File: config.mk
export PLATFORM = sky130hd
export DESIGN_NAME = ihp_bin_calc
export DESIGN_NICKNAME = d
export VERILOG_FILES = /design/src/sv/ihp_pkg.sv /design/src/sv/ihp_bin_calc.sv
export SDC_FILE = /design/constraint.sdc
export NUM_CORES = 2
export LEC_CHECK = 0
export ABC_AREA = 1
export CAP_MARGIN = 0
export CORE_ASPECT_RATIO = 1.1
export CORE_UTILIZATION = 30
export CTS_CLUSTER_DIAMETER = 80
export DETAILED_ROUTE_END_ITERATION = 8
export DONT_BUFFER_PORTS = 1
export GPL_TIMING_DRIVEN = 0
export PLACE_DENSITY_LB_ADDON = 0.25
export REMOVE_ABC_BUFFERS = 1
export SETUP_SLACK_MARGIN = 0.3
export SYNTH_ARGS = -nofsm -noshare
export SYNTH_HDL_FRONTEND = slang
export SYNTH_SLANG_ARGS = --single-unit
File: constraint.sdc
create_clock -name clk -period 14.9 [get_ports clk]
set_input_delay 1.49 -clock clk [delete_from_list [all_inputs] [get_ports clk]]
set_output_delay 1.49 -clock clk [all_outputs]
set_load 0.05 [all_outputs]
File: src/sv/ihp_pkg.sv
// shared types and codes for the interval histogram
// no dependencies
`default_nettype none

package ihp_pkg;

  // quotient bits kept by the binning divider (bins_in_use is 7 bits)
  localparam int QW = 7;

  localparam logic [1:0] FN_INSERT = 2'd0;
  localparam logic [1:0] FN_REPORT = 2'd1;
  localparam logic [1:0] FN_CLEAR  = 2'd2;

  localparam logic [2:0] ST_BINNED  = 3'd0;
  localparam logic [2:0] ST_BELOW   = 3'd1;
  localparam logic [2:0] ST_ABOVE   = 3'd2;
  localparam logic [2:0] ST_REPORT  = 3'd3;
  localparam logic [2:0] ST_CLEARED = 3'd4;

  localparam logic [2:0] REG_OFFSET = 3'd0;
  localparam logic [2:0] REG_SCALE  = 3'd1;
  localparam logic [2:0] REG_WIDTH  = 3'd2;
  localparam logic [2:0] REG_BINS   = 3'd3;
  localparam logic [2:0] REG_LPCT   = 3'd4;
  localparam logic [2:0] REG_UPCT   = 3'd5;

  typedef struct packed {
    logic [1:0]         func;
    logic signed [31:0] sample;
  } cmd_t;

  typedef struct packed {
    logic [2:0]  status;
    logic [31:0] bin_total;
    logic [31:0] interval_count;
    logic [6:0]  lower_bin;
    logic [6:0]  upper_bin;
    logic [31:0] below_delta;
    logic [31:0] above_delta;
    logic [31:0] total_count;
  } result_t;

  // outcome of the bin calculation
  typedef struct packed {
    logic          below;
    logic          above;
    logic [QW-1:0] idx;
  } bin_res_t;

endpackage

`default_nettype wire

File: src/sv/ihp_bin_calc.sv
// bin index calculation: offset, split multiply and short restoring divide
// depends on ihp_pkg
`default_nettype none

module ihp_bin_calc (
  input  wire logic               clk,
  input  wire logic               rst,
  input  wire logic               go,
  input  wire logic signed [31:0] sample,
  input  wire logic signed [31:0] offset,
  input  wire logic [19:0]        scale,
  input  wire logic [15:0]        width,
  input  wire logic [6:0]         nact,
  output logic                    done,
  output ihp_pkg::bin_res_t       res
);
  import ihp_pkg::*;

  typedef enum logic [2:0] {C_IDLE, C_MLO, C_MHI, C_ACC, C_CHK, C_DIV} cstate_t;

  cstate_t       state;
  logic [32:0]   mag;
  logic          neg;
  logic [52:0]   prod;
  logic [35:0]   ph;
  logic [15:0]   wd;
  logic [22:0]   rem;
  logic [22:0]   dv;
  logic [QW-1:0] q;
  logic [2:0]    step;

  logic [32:0]   diff;
  logic [36:0]   pl;
  logic          ge;
  logic [QW-1:0] q_next;
  logic          q_below;

  // sample minus offset, sign-extended to 33 bits
  assign diff    = {sample[31], sample} - {offset[31], offset};
  assign pl      = 37'(scale) * 37'(mag[16:0]);
  assign ge      = (rem >= dv);
  assign q_next  = {q[QW-2:0], ge};
  assign q_below = neg && (q_next != '0);

  always_ff @(posedge clk) begin
    done <= 1'b0;
    if (rst) begin
      state <= C_IDLE;
    end else begin
      case (state)
        C_IDLE: begin
          if (go) begin
            neg   <= diff[32];
            mag   <= diff[32] ? (~diff + 33'd1) : diff;
            wd    <= (width == 16'd0) ? 16'd1 : width;
            state <= C_MLO;
          end
        end
        // low partial product
        C_MLO: begin
          prod  <= {16'b0, pl};
          state <= C_MHI;
        end
        // high partial product
        C_MHI: begin
          ph    <= 36'(scale) * 36'(mag[32:17]);
          state <= C_ACC;
        end
        C_ACC: begin
          prod  <= prod + {ph, 17'b0};
          state <= C_CHK;
        end
        // quotient of 128 or more is out of range either way
        C_CHK: begin
          if (prod >= {30'b0, wd, 7'b0}) begin
            res.below <= neg;
            res.above <= !neg;
            res.idx   <= '0;
            done      <= 1'b1;
            state     <= C_IDLE;
          end else begin
            rem   <= prod[22:0];
            dv    <= {1'b0, wd, 6'b0};
            q     <= '0;
            step  <= 3'd0;
            state <= C_DIV;
          end
        end
        // one quotient bit a cycle
        C_DIV: begin
          q    <= q_next;
          rem  <= ge ? (rem - dv) : rem;
          dv   <= dv >> 1;
          step <= step + 3'd1;
          if (step == 3'(QW - 1)) begin
            res.below <= q_below;
            res.above <= !q_below && (q_next >= nact);
            res.idx   <= q_next;
            done      <= 1'b1;
            state     <= C_IDLE;
          end
        end
        default: state <= C_IDLE;
      endcase
    end
  end

endmodule

`default_nettype wire

== Word-level counts from Yosys, hierarchy flattened ==
Index checks and enable logic that the tools add are counted.
Storage, ports and cells
  register bits after elaboration: 207
  bits of input ports: 110
  output and inout port bits: 10
Cells by class
  add/subtract/negate cells: 5
  multiply operators: 2
  order comparisons: 3
  equality and inequality tests: 11
  multiplexer cells: 21
  bitwise logic cells: 2
  reduce and logical (&&, ||, !) cells: 16
Operators with widths (number)
  $pmux 53 s2: 1
  $pmux 23 s2: 2
  $mux 23: 3
  $add 53x53->53: 1
  $ge 53x23->1: 1
  $mul 20x17->37: 1
  $mul 20x16->36: 1
  $add 33x1->33 const B: 1
  $not 33->33: 1
  $sub 32x32->33: 1
  $mux 32: 1
  $ge 23x23->1: 1
  $sub 23x23->23: 1
  $mux 9: 2
  $pmux 3 s6: 1
  $pmux 9 s2: 1
  $logic_not 16->1: 1
  $mux 3: 4
  $pmux 6 s2: 1
  $ne 2x2->1 const B: 5
  $eq 3x3->1 const B: 3
  $reduce_and 4->1: 2
  $ge 7x7->1: 1
  $reduce_bool 7->1: 1
  14 further kinds: 22

== Longest topological paths before layout ==
  word-level depth: 7
  mapped depth: 31

== Worst setup path before layout ==
OpenSTA, ideal clock, no wires.
  kind: in2reg
  start: in scale[5]
  end: reg prod[30], data pin
  arrival: 6.696 ns
  data required time: 14.644 ns
  setup slack: 7.948 ns
  stages on the path: 24
  path buffers: 2
  cells stage by stage: clkbuf_1 -> clkbuf_1 -> nand2_1 -> fa_1 -> inv_1 -> fa_1 -> inv_1 -> fa_1 -> inv_1 -> fa_1 -> fa_1 -> inv_1 -> fa_1 -> inv_1 -> ha_1 -> nand2_1 -> a21oi_1 -> nor2_1 -> o21ai_0 -> a221oi_1 -> nand2_1 -> or2_2 -> nand3_1 -> nand2_1
On the way
  longest elaborated chain between the ends: 2
RTL lines
  start: declaration: RTL line ihp_bin_calc.sv:11  | input wire logic [19:0] scale,
  $mul 20x17->37: RTL line ihp_bin_calc.sv:40  | assign pl = 37'(scale) * 37'(mag[16:0]);
  $pmux 53 s2: RTL line ihp_bin_calc.sv:50  | case (state)
  end signal: assignment: RTL line ihp_bin_calc.sv:61  | prod <= {16'b0, pl};
  end signal: assignment: RTL line ihp_bin_calc.sv:70  | prod <= prod + {ph, 17'b0};
  end: declaration: RTL line ihp_bin_calc.sv:24  | logic [52:0] prod;
No other way between the ends.
A chain may end at the register's enable or synchronous reset.

== Worst setup path in the final report ==
  start: reg mag[13]
  end: reg prod[35], data pin
On the way
  longest elaborated chain between the ends: 2
RTL lines
  start: declaration: RTL line ihp_bin_calc.sv:22  | logic [32:0] mag;
  start signal: assignment: RTL line ihp_bin_calc.sv:54  | mag <= diff[32] ? (~diff + 33'd1) : diff;
  $mul 20x17->37: RTL line ihp_bin_calc.sv:40
  $pmux 53 s2: RTL line ihp_bin_calc.sv:50
No other way between the ends.

==> flow_summary.yaml <==
routing:
  wl_per_cell_um: 15.3
  finalWirelength_mm: 99.5
  initialDrtViolationCount: 1369
  dr.pass1.iters: 7
  vias_per_cell: 4.53
  vias: 29372
  drc: 0
  drt.antenna.violating_nets: 0
global_routing:
  grt_pass1_vias: 30937
  globalRouteOverflowTotal: 0
  grt_start_max_net_pins: 49
  groute.usage.overall_pct: 16.1
  antenna_found_initial: 0
  grt_pass1_wl_mm: 164
critical_path:
  cp.required_ps: 15200
  timing.reg2reg.setup_slack_ps: 8180
  cp_top_family: "adder cells"
  worstPathArrival_ps: 7020
  crit_slowest_cell: "edfxtp_1"
  crit_type: "reg2reg"
  critPathMaxFanout: 20
  path_cells: "nand2_1 > fa_1 > inv_1 > fa_1 > fa_1 > fa_1 > fa_1 > inv_1 > fa_1 > inv_1 > ha_1 > a21oi_1 > o21ai_0 > o21bai_1 > a221oi_1 > nand3_1 > nand3_1 > o21ai_0"
  crit_top_cell: "fa_1"
  cp-end-kind: "flip-flop"
  cp_num_buf_inv: 3
  cp-start-kind: "flip-flop"
  critPathMaxStageDelay_ps: 1000
sta:
  worst-slew-pin-transition_ps: 1110
  hold_viol_final: 0
  setup_viol: 0
  skew_ps: 15.5
  period_minus_slack_ps: 6720
  fin_crit_sh_pct: 45.1
  tns_ps: 0
  max_freq_mhz: 149
  setup_slack_ps: 8180
  max-slew-margin-rel_pct: 26.3
  grt_setup_unrepaired: "no"
  maxSlewViolCount: 0
place:
  port_buffers: 0
  postPlaceCellArea_um2: 38900
  place_ws_ps: 7730
  place_congestion: 0.877
  dpl.hpwl_mm: 80.7
die:
  io_pins: 120
  core_um2: 123000
  row_count: 135
  start_util_pct: 30.3
  die_x_um: 338
  die-area_um2: 126000
  dieHeight_um: 372
layout:
  post-route-util_pct: 32.3
  nNetsFinal: 5789
  antenna_cells: 0
  drive_gt1_share_pct: 3.18
  fin_area_um2: 39800
  fill_cells: 13345
  syn_to_final_growth_pct: 6.44
logic_synthesis:
  synth_compound_area_share_pct: 6.91
  synthAdderAreaFrac_pct: 39.2
  synthCells: 4963
  yosysTopAreaCell: "fa_1"
  synth.cell_area_um2: 37400
  yosysUniqueCellTypes: 51
  ys_seq_area_share_pct: 16.4
  synth.area.mux_share_pct: 0
  synth_area_leaders: "fa_1, edfxtp_1, nand2_1"
  synth_top_family_by_area: "adder cells"
  netlist.area_leader.share_pct: 28.0
  synth_xor_area_share_pct: 2.04
  synth_simple_gate_area_share_pct: 20.3
  avgSynthCellArea_um2: 7.53
  synth.ff_latch_count: 206
  yosysWarnings: 0
clock_tree:
  ctsResizeCount: 0
  clockBufferDepth: 3
  path_clk_slew_ps: 60
  cts_root_buffer: "clkbuf_16"
  cts_buffers: 27
  holdBufCountCts: 0
  post_cts_buffers: 0
  cts_tree: "done"
  clk_latency_ps: 590
  clock-sinks: 206
  htree_num_levels: 1
min_path:
  hold_path_class: "reg2reg"
flow_run:
  maxCapViolations: 0
outcome:
  outcome: "completed"
## sequential cells by signal (all words and copies together) (netlist names)
name,cells
prod,53
ph,36
mag,33
rem,23
dv,22
wd,16
res,9
q,6
state,3
step,3
done,1
neg,1
## per-stage QoR
step	instances	hold slack [ps]
after floorplan	4780	500
after global placement	6424	535
after detailed placement	6438	541
after CTS	6487	558
after global routing	6487	592
final	6487	553
## area by class of cell
type                    count  area, um^2  share of cell area, %
clock buffers              32         694                   1.75
clock inverters            17         138                  0.346
inverters                1320        4950                   12.5
multi-input cells        3254       25600                   64.4
flip-flops and latches    206        6150                   15.5
well taps                1644        2060                   5.17
repair buffers             14         176                  0.444
## worst paths after layout
path	endpoint	from	depth (start not counted)
worst max-delay path	prod[35]	mag[13]	18
worst min-delay path	dv[20]	dv[21]	2
worst max register to register	prod[35]	mag[13]	18
worst min register to register	dv[20]	dv[21]	2
## synthesized netlist by cell type, drive strengths merged
cell     number
a22oi         1
clkbuf      176
fa          522
and2          2
nand3       130
xnor2        28
xor2         58
nor3         31
nor2        254
or2           9
and3          1
buf           7
o21a          3
o211ai        6
inv        1319
nand2      1363
a31oi        20
a221oi       11
a21boi        6
clkinv        1
a21o         16
dfxtp         4
edfxtp      202
nand4        32
o2111ai       1
o21bai       25
nor4         23
a211oi        4
o21ai       173
ha          334
nor3b         1
a41o          1
o31ai         1
nand3b        4
a2111oi       1
a21oi       193
## layout by cell type (no fill, tap or decap), types with 5 or more instances in the layout
cell,synthesis,layout
nor2_1,233,229
a221oi_1,11,11
o21bai_1,25,25
xnor2_1,27,27
nand2_1,1331,1331
or2_2,9,9
fa_1,522,522
edfxtp_1,202,202
nand2_2,30,30
o21ai_0,162,162
clkinv_1,1,7
a21o_1,16,16
inv_1,1312,1310
nor2_2,14,14
a21boi_0,6,6
nor4_1,23,22
buf_6,1,9
nand3_1,119,119
nand3_2,11,11
xor2_1,58,58
clkbuf_1,176,5
ha_1,334,334
nor2_4,7,11
a31oi_1,20,20
nor3_1,30,27
a21oi_1,191,191
o21ai_2,7,7
o211ai_1,6,6
clkbuf_16,0,27
inv_2,7,9
nand4_1,32,32
## tightest hold or removal path, stage by stage, from the launching register on
cell and delay [ps]:
edfxtp_1 340, nand2_1 50, o21ai_0 60
## cell families (layout without fill, tap and decap cells)
logic type                 count (synthesis)  in the layout
DFF                                      206            206
adders and majority gates                856            856
xor gates and xnor gates                  86             86
buffers and inverters                   1503           1383
and+or+nand+nor                         1850           1850
AOI/OAI and AO/OA                        462            462
## layer usage
metal | part of all wire [%] | global-route usage, % | wire length, um
met2 | 50 | 29.7 | 49300
met3 | 3.2 | 1.45 | 3180
met4 | 1.7 | 2.61 | 1640
met5 | 0 | 0 | 0
met1 | 46 | 20.8 | 45400
Power is not shown: default switching activity piles up to over one toggle a cycle in this logic, so the estimate is an artifact.
